$ cat src/hdl/ppf_pkg.sv
// Shared types and constants for the programmable probabilistic state machine.
`default_nettype none
package ppf_pkg;
  localparam int NumStates = 64;
  localparam int NumTrans  = 256;
  localparam int StBits    = 6;
  localparam int TrBits    = 8;
  localparam int CntBits   = 9;

  typedef enum logic [1:0] {
    CMD_DATA    = 2'd0,
    CMD_LOAD_TR = 2'd1,
    CMD_LOAD_ST = 2'd2,
    CMD_RESTART = 2'd3
  } cmd_e;

  typedef enum logic [2:0] {
    MK_ANY_NUM = 3'd0,
    MK_NUM     = 3'd1,
    MK_RANGE   = 3'd2,
    MK_ANY_SYM = 3'd3,
    MK_SYM     = 3'd4,
    MK_SPECIAL = 3'd5
  } match_kind_e;

  localparam logic [1:0] KindNumber  = 2'd0;
  localparam logic [1:0] KindSymbol  = 2'd1;
  localparam logic [1:0] KindSpecial = 2'd2;

  // configuration register indexes
  localparam logic [1:0] RegRunning     = 2'd0;
  localparam logic [1:0] RegAutoRestart = 2'd1;
  localparam logic [1:0] RegStartState  = 2'd2;

  localparam logic [15:0] LfsrSeed = 16'hACE1;

  typedef enum logic [2:0] {
    S_IDLE,
    S_STATE_RD,
    S_TR_RD,
    S_TR_EVAL,
    S_FLAG_RD,
    S_OUT
  } ctl_state_e;

  // controller -> datapath
  typedef struct packed {
    logic capture;    // latch input transaction
    logic do_load;    // perform table load or restart
    logic state_rd;   // read state table at current state
    logic tr_rd;      // read transition at scan index
    logic tr_take;    // take evaluated transition, read target flags
    logic tr_next;    // advance scan
    logic finish;     // finalize result (flags read done)
    logic fail;       // finalize as failure
    logic out_load;   // load output register
  } ppf_cmd_t;

  // datapath -> controller
  typedef struct packed {
    logic is_data;
    logic can_run;    // running and state valid
    logic scan_done;  // no transitions left
    logic hit;        // evaluated transition is taken
  } ppf_sts_t;
endpackage
`default_nettype wire

$ cat src/hdl/ppf_ctrl.sv
// Controller state machine sequencing loads and the transition scan.
`default_nettype none
module ppf_ctrl import ppf_pkg::*; (
  input  wire logic     clk_i,
  input  wire logic     rst_ni,
  input  wire logic     in_valid_i,
  output logic          in_stall_o,
  input  wire logic     out_busy_i,
  input  ppf_sts_t      sts_i,
  output ppf_cmd_t      cmd_o
);
  ctl_state_e state_q, state_d;

  always_ff @(posedge clk_i or negedge rst_ni) begin
    if (!rst_ni) state_q <= S_IDLE;
    else         state_q <= state_d;
  end

  always_comb begin
    state_d = state_q;
    case (state_q)
      S_IDLE:     if (in_valid_i) state_d = S_STATE_RD;
      S_STATE_RD: begin
        if (!sts_i.is_data || !sts_i.can_run) state_d = S_OUT;
        else state_d = S_TR_RD;
      end
      S_TR_RD:    state_d = sts_i.scan_done ? S_OUT : S_TR_EVAL;
      S_TR_EVAL:  state_d = sts_i.hit ? S_FLAG_RD : S_TR_RD;
      S_FLAG_RD:  state_d = S_OUT;
      S_OUT:      if (!out_busy_i) state_d = S_IDLE;
      default:    state_d = S_IDLE;
    endcase
  end

  always_comb begin
    cmd_o = '0;
    in_stall_o = (state_q != S_IDLE);
    case (state_q)
      S_IDLE:     cmd_o.capture = in_valid_i;
      S_STATE_RD: begin
        cmd_o.do_load  = !sts_i.is_data;
        cmd_o.state_rd = sts_i.is_data && sts_i.can_run;
        cmd_o.fail     = sts_i.is_data && !sts_i.can_run;
      end
      S_TR_RD: begin
        cmd_o.tr_rd    = !sts_i.scan_done;
        cmd_o.fail     = sts_i.scan_done;
      end
      S_TR_EVAL: begin
        cmd_o.tr_take = sts_i.hit;
        cmd_o.tr_next = !sts_i.hit;
      end
      S_FLAG_RD:  cmd_o.finish = 1'b1;
      S_OUT:      cmd_o.out_load = !out_busy_i;
      default:    ;
    endcase
  end
endmodule
`default_nettype wire

$ cat config.mk
export PLATFORM = sky130hd
export DESIGN_NAME = ppf_ctrl
export DESIGN_NICKNAME = d
export VERILOG_FILES = /design/src/hdl/ppf_pkg.sv /design/src/hdl/ppf_ctrl.sv
export SDC_FILE = /design/constraint.sdc
export NUM_CORES = 1
export LEC_CHECK = 0
export BUFFER_PORTS_ARGS = -buffer_cell sky130_fd_sc_hd__buf_2
export CAP_MARGIN = 20
export CORE_AREA = 2 2 39 41
export CTS_CLUSTER_DIAMETER = 120
export DETAILED_ROUTE_END_ITERATION = 10
export DIE_AREA = 0 0 41 43
export PLACE_DENSITY = 0.47
export SLEW_MARGIN = 10
export SYNTH_ARGS = -nofsm -noshare
export SYNTH_HDL_FRONTEND = slang
export SYNTH_SLANG_ARGS = --single-unit
$ cat constraint.sdc
create_clock -name clk_i -period 1.21 [get_ports clk_i]
set_input_delay 0.242 -clock clk_i [delete_from_list [all_inputs] [get_ports clk_i]]
set_output_delay 0.242 -clock clk_i [all_outputs]
set_load 0.1 [all_outputs]
# Word level (Yosys, flattened, before mapping)

Cells that the tools add are included.

Register bits: 3
Bits in latches: 0
Memory bits (writable): 0
Bits in read-only memories: 0
Input port bits: 8
Output and inout port bits: 10
Logic and storage cells: 32
Memories kept: 0

Add/sub/neg operators: 0
$mul: 0
Div/mod/pow operators: 0
$lt $le $gt $ge: 0
Equality and inequality tests: 7
Shift-type cells: 0
Multiplexer cells: 13
Bitwise operators: 0
Reductions and logical operators: 11

Operator list:

| operator                                                               | count |
|---|---|
| 3-bit case mux with 6 select lines                                     | 1 |
| 3-bit 2-to-1 mux                                                       | 5 |
| 3-bit by 2-bit equality test with 1-bit output (second input constant) | 2 |
| 3-bit equality test (second input constant)                            | 2 |
| 1-bit zero test                                                        | 5 |
| 1-bit 2-to-1 mux                                                       | 4 |
| 2-bit 2-to-1 mux                                                       | 2 |
| 2-bit != test (second input constant)                                  | 2 |
| 3-bit by 1-bit equality test with 1-bit output (second input constant) | 1 |
| 3-bit zero test                                                        | 1 |
| 3-bit nonzero test                                                     | 1 |
| 1-bit logical AND                                                      | 2 |
| 1-bit case mux with 2 select lines                                     | 1 |
| 2-bit AND reduction                                                    | 1 |
| 1-bit logical OR                                                       | 1 |

# Depth between registers and ports, before layout

Gate-level depths: netlist of run 1.

Word-level depth: 4
Gate-level depth with buffers: 4
Mapped depth without buffers: 3

# Worst setup path before layout of run 1

OpenSTA, ideal clock, no wires.

Path kind: reg-to-output
Start: reg state_q[2]
End: out cmd_o[3] (netlist bit)
Arrival: 3.036 ns
Required time: 0.968 ns
Slack: -2.068 ns
Cell stages (with the launch flop): 4
Buffers on the path: 1
Path through: dfrtp_1 -> clkbuf_1 -> or2b_1 -> nor3b_1

RTL lines:

| item                   | line           | text |
|---|---|---|
| start, declared        | ppf_ctrl.sv:12 | `ctl_state_e state_q, state_d;` |
| start signal, assigned | ppf_ctrl.sv:16 | `else state_q <= state_d;` |
| end, declared          | ppf_ctrl.sv:10 | `output ppf_cmd_t cmd_o` |

==> impl_metrics.env, run 1 <==
export IMPL_status="complete, but fails checks"
export IMPL_violations="negative setup slack"
export IMPL_setup_viol=10
export IMPL_rows=14
export IMPL_synthTopCellsByArea="dfrtp_1 (29%), nor3b_1 (8.6%), mux2i_1 (7.6%), nor3_1 (5.7%), nand2b_4 (5.2%)"
export IMPL_drive_gt1_share_pct=69.8
export IMPL_nets=72
export IMPL_cts_tree="built"
export IMPL_ff2ff_setup_slack_ns=0.02
export IMPL_multi_input_area_um2=284
export IMPL_dp_slack_ns=-0.291
export IMPL_routed_wl_um=772
export IMPL_hold_path_class="primary input to flip-flop"
export IMPL_synthesis_area_um2=263
export IMPL_yosysWarnings=0
export IMPL_cts_made_buffers=3
export IMPL_grt_pass1_wl_um=1300
export IMPL_place_inst=73
export IMPL_largestRegisters="state_q x3"
export IMPL_netlist_area_leader_share_pct=28.6
export IMPL_io_buffers=17
export IMPL_async_flop_share_pct=100
export IMPL_synth_edff_count=0
export IMPL_dr_first_iter_drc_count=1
export IMPL_whs_ns=0.335
export IMPL_die_x_um=41
export IMPL_met1_usage_pct=14.4
export IMPL_grt_max_degree=8
export IMPL_grt_busiest_layer="met2"
export IMPL_num_vias=347
export IMPL_slew_violations=0
export IMPL_met2_usage_pct=15.3
export IMPL_worst_pin_slew_ns=0.188
export IMPL_top_register="state_q"
export IMPL_fin_skew_ns=0.00109
export IMPL_gp_congestion=0.693
export IMPL_n_antenna_cell=0
export IMPL_drtPass1Iterations=3
export IMPL_vias_per_cell=4.39
export IMPL_fin_crit_ns=1.71
export IMPL_synthFlopType="dfrtp_1"
export IMPL_stdcell_count=79
export IMPL_routedWlPerCell_um=9.77
export IMPL_ys_types=21
export IMPL_synthTopCellsByCount="dfrtp_1 (3), nor2_1 (3), nor3_1 (3), nor3b_1 (3)"
export IMPL_grt_overflow_total=0
export IMPL_power_density_nw_per_um2=2800
export IMPL_worst_ep_arrival_time_ns=1.47
export IMPL_place_area_um2=659
export IMPL_root_buffer="clkbuf_4"
export IMPL_final_cell_area_um2=729
export IMPL_ys_seq_area_share_pct=28.6
export IMPL_cp_end_kind="output pin"
export IMPL_hold_viol_final=0
export IMPL_ant_nets=0
export IMPL_grt_pass1_vias=328
export IMPL_synth_largest_area_cell="dfrtp_1"
export IMPL_syn_to_final_growth_pct=178
export IMPL_drcViolationCount=0
export IMPL_register_area_um2=75.1
export IMPL_fill_cells=124
export IMPL_ioPinCount=18
export IMPL_maxCapViolations=0
export IMPL_cts_buffer_depth=2
export IMPL_relSlewSlack_pct=87.1
export IMPL_ir_drop_mv=0.971
export IMPL_dpl_hpwl_um=660
export IMPL_syn_inst=33
export IMPL_fin_crit_sh_pct=142
export IMPL_cts_sinks=3
export IMPL_fmax_mhz=583
export IMPL_syn_num_nets=41
export IMPL_antenna_found_initial=0
export IMPL_core_area_um2=1380
export IMPL_path_class="flip-flop to output pin"
export IMPL_initial_utilization_pct=19.0
export IMPL_start_kind="flip-flop"
export IMPL_synth_area_per_cell_um2=7.96
export IMPL_die_area_um2=1760
export IMPL_cts_max_level=1
export IMPL_largest_register_ffs=3
export IMPL_fp_dieH_um=43
export IMPL_grt_use_met3_pct=3.14
export IMPL_p_leak_uw=0.000314
export IMPL_grt_usage_pct=10.9
export IMPL_critPathRequiredTime_ns=0.97
export IMPL_clk_pin_slew_ns=0.04
export IMPL_critical_path_max_fanout=2
export IMPL_rsz0062_at_grt="true"
export IMPL_yosys_register_bits=3
export IMPL_insertion_delay_ns=0.23
export IMPL_fin_ws_ns=-0.505
[metrics by stage]
stage | utilization, % | setup TNS, ns | power [uW]
floorplan | - | -5.37 | 1300
global placement | 47.6 | -1.65 | 1780
detailed placement | 47.6 | -1.75 | 1780
CTS | 52.7 | -3.83 | 2070
global route | 52.7 | -4.27 | 2140
finish | 52.7 | -3.64 | 2040
[cells in the final DEF, fill, tap and decap left out]
| master | n |
|---|---|
| nor2_1 | 1 |
| nand2b_4 | 1 |
| dfrtp_1 | 3 |
| nor2_4 | 2 |
| o22ai_1 | 1 |
| a21oi_1 | 1 |
| nor3b_4 | 3 |
| or3b_4 | 1 |
| nand2_1 | 2 |
| o21ai_2 | 1 |
| or2b_4 | 1 |
| mux2i_1 | 2 |
| clkbuf_4 | 3 |
| nand2b_1 | 1 |
| a22oi_1 | 1 |
| buf_12 | 10 |
| a2bb2oi_1 | 1 |
| or3_4 | 1 |
| inv_1 | 1 |
| dlygate4sd3_1 | 1 |
| a21oi_4 | 1 |
| o21ai_0 | 1 |
| nor2b_1 | 1 |
| buf_4 | 10 |
| buf_2 | 7 |
| nor3_4 | 3 |
| nand3b_1 | 1 |
| clkbuf_1 | 1 |
[layout make-up]
type,count,area share [%]
sequential,3,10.3
inverter,1,0.515
timing repair buffer,28,43.9
clock buffer,4,3.60
tap,16,2.74
multi-input combinational,27,38.9
[power by group]
group	internal (uW)	switching (uW)	leakage, uW	total, uW
Sequential	144	48.0	0.0000363	192
Clock	123	47.3	0.0000150	171
Combinational	696	984	0.000262	1680
Total	963	1080	0.000314	2040
[logic make-up after synthesis]
logic type | Yosys count | share of synthesized area (%)
AND/OR/NAND/NOR | 18 | 42.9
buffers and inverters | 3 | 4.76
multiplexers | 2 | 7.62
AO/OA/AOI/OAI | 7 | 16.2
flip-flops | 3 | 28.6
[final timing paths]
check	start	endpoint	cells after the start
setup / recovery	state_q[1]	cmd_o[1]	4
hold reg to reg	state_q[1]	state_q[2]	2
setup reg to reg	state_q[1]	state_q[0]	4
hold / removal	in_valid_i	state_q[0]	3
max in group asynchronous	rst_ni	state_q[1]	2
min in group asynchronous	rst_ni	state_q[0]	2
[layer usage]
| layer | vias up | wire, um |
|---|---|---|
| li1 | 180 | - |
| met1 | 159 | 335 |
| met2 | 8 | 401 |
| met3 | 0 | 35 |
| met4 | 0 | 0 |
| met5 | - | 0 |
[timing repair]
item / 4_1_cts / 5_1_grt
setup buffers: 1 / 0
pin swaps: 6 / 0
hold buffers: 1 / 0
resized for setup: 7 / 0
endpoints found under the setup margin: 11 / 11
endpoints found under the hold margin: 3 / 0
[worst max-delay path, stage by stage (launching register included)]
cell and delay (ns):
dfrtp_1 0.36, nand2b_4 0.14, or3b_4 0.40, a21oi_4 0.15, buf_12 0.19
Note: power is estimated with default switching activity, not from simulation.
==> run 2: changes to the inputs <==
--- a/config.mk
+++ b/config.mk
@@ -11,8 +11,7 @@
 export CTS_CLUSTER_DIAMETER = 120
 export DETAILED_ROUTE_END_ITERATION = 10
 export DIE_AREA = 0 0 41 43
-export PLACE_DENSITY = 0.47
-export SLEW_MARGIN = 10
+export PLACE_DENSITY_LB_ADDON = 0.1
 export SYNTH_ARGS = -nofsm -noshare
 export SYNTH_HDL_FRONTEND = slang
 export SYNTH_SLANG_ARGS = --single-unit
==> run 2 against run 1 <==
Compared with the run above:
- the flow still finishes with violations (negative setup slack)
- maximum frequency grew 1.5%
- sequential power about the same
- global-route usage is 1.3 points higher
- clock power barely moved
- total power grew 5.8%
- routed wire length rose by 8.3%
- critical path type unchanged
==> impl_metrics.env, run 2 (synthesized netlist as in run 1, its figures left out) <==
export IMPL_hold_path_class="primary input to flip-flop"
export IMPL_cts_buffer_depth=2
export IMPL_cp_startpoint="state_q[1]"
export IMPL_num_vias=362
export IMPL_grt_usage_pct=12.2
export IMPL_crit_chain="nand2b_4 -> or3b_4 -> a21oi_4 -> buf_12"
export IMPL_violations="negative setup slack"
export IMPL_grt_max_degree=11
export IMPL_n_antenna_cell=0
export IMPL_setup_viol=10
export IMPL_relSlewSlack_pct=85.8
export IMPL_top_layer="met3"
export IMPL_syn_to_final_growth_pct=191
export IMPL_dpl_hpwl_um=717
export IMPL_cts_made_buffers=3
export IMPL_fin_crit_ns=1.69
export IMPL_fin_tns_setup_ns=-4.04
export IMPL_fill_cells=134
export IMPL_cts_max_level=1
export IMPL_routed_wl_um=836
export IMPL_hold_viol_final=0
export IMPL_drcViolationCount=0
export IMPL_nets=72
export IMPL_drtPass1Iterations=2
export IMPL_fin_skew_ns=0.0000978
export IMPL_p_leak_uw=0.000317
export IMPL_final_cell_area_um2=764
export IMPL_start_kind="flip-flop"
export IMPL_cts_sinks=3
export IMPL_largestRegisters="state_q x3"
export IMPL_cp_slowest_stage_delay_ns=0.38
export IMPL_grt_overflow_total=0
export IMPL_routedWlPerCell_um=10.6
export IMPL_rows=14
export IMPL_path_class="flip-flop to output pin"
export IMPL_worst_pin_slew_ns=0.211
export IMPL_clk_pin_slew_ns=0.03
export IMPL_gp_congestion=0.686
export IMPL_grt_pass1_wl_um=1440
export IMPL_vias_per_cell=4.58
export IMPL_fin_crit_sh_pct=140
export IMPL_stdcell_count=79
export IMPL_io_buffers=17
export IMPL_dp_slack_ns=-0.282
export IMPL_cp_end_kind="output pin"
export IMPL_core_area_um2=1380
export IMPL_die_x_um=41
export IMPL_dr_first_iter_drc_count=2
export IMPL_fmax_mhz=592
export IMPL_critical_path_max_fanout=2
export IMPL_layout_commonest_cell="buf_12"
export IMPL_initial_utilization_pct=19.0
export IMPL_fp_dieH_um=43
export IMPL_drive_gt1_share_pct=74.6
export IMPL_ioPinCount=18
export IMPL_timing_rr_start="state_q[1]"
export IMPL_insertion_delay_ns=0.23
export IMPL_slew_violations=0
export IMPL_largest_register_ffs=3
export IMPL_cts_tree="built"
export IMPL_wl_met3_um=54
export IMPL_crit_slowest_cell="or3b_4"
export IMPL_status="complete, but fails checks"
export IMPL_ir_drop_mv=1.45
export IMPL_final_cell_mix="buf_12 (10), buf_2 (7), buf_4 (7)"
export IMPL_worst_ep_arrival_time_ns=1.45
export IMPL_maxCapViolations=0
export IMPL_met2_wirelength_um=471
export IMPL_place_inst=73
export IMPL_antenna_found_initial=0
export IMPL_fin_ws_ns=-0.479
export IMPL_rsz0062_at_grt="true"
export IMPL_drt_met1_wl_um=310
export IMPL_grt_pass1_vias=363
export IMPL_critPathRequiredTime_ns=0.97
export IMPL_power_density_nw_per_um2=2830
export IMPL_die_area_um2=1760
export IMPL_root_buffer="clkbuf_4"
export IMPL_place_area_um2=674
export IMPL_top_register="state_q"
export IMPL_ant_nets=0
export IMPL_worstHoldStart="in_valid_i"
[run 2: cell counts in the layout (fill, tap and decap cells not counted)]
No cell type changed its count.
[run 2: power by group]
group / total (uW) / internal (uW) / switching, uW
clock network: 173 / 123 / 49.5
registers: 192 / 147 / 44.7
logic: 1800 / 771 / 1030
total: 2160 / 1040 / 1120
[run 2: final cells by class]
class / count / area, um2 / area share, %
Clock buffer: 4 / 26.3 / 3.44
Inverter: 1 / 3.75 / 0.491
Multi-Input combinational cell: 27 / 303 / 39.6
Timing Repair Buffer: 28 / 335 / 43.9
Tap cell: 16 / 20.0 / 2.62
Sequential cell: 3 / 76.3 / 9.98
[run 2: timing repair]
action	in CTS	in global routing
endpoints found under the hold margin	3	0
setup buffers	1	1
pin swaps	8	2
gates resized for setup	5	7
hold buffers	1	0
setup endpoints to repair	11	13
[run 2: per-stage QoR]
step / power, uW / hold WS [ns] / util (%)
floorplan: 1300 / -0.0536 / -
global placement: 1820 / 0.0396 / 48.7
detailed placement: 1840 / 0.0428 / 48.7
CTS: 2110 / 0.325 / 53.3
global route: 2270 / 0.332 / 55.2
finish: 2160 / 0.319 / 55.2
[run 2: final timing paths]
path                               to  slack [ns]  cells after the start
max in group asynchronous  state_q[0]        0.75                      2
min                        state_q[0]        0.32                      3
max reg2reg                state_q[0]        0.03                      4
min reg2reg                state_q[0]        0.62                      2
min in group asynchronous  state_q[2]        0.34                      2
max                          cmd_o[1]       -0.48                      4
[run 2: routing by layer]
layer | vias up | GRT usage (%)
li1 | 179 | -
met1 | 170 | 13.7
met2 | 13 | 18.8
met3 | 0 | 3.66
met4 | 0 | 8.00
met5 | - | 0
[run 2: worst max-delay path, delay by kind of cell, from the launching register on]
family	cells	cell delay [ns]
AO/OA/AOI/OAI	1	0.15
buffers and inverters	1	0.18
AND/OR/NAND/NOR	2	0.52
flip-flops	1	0.36
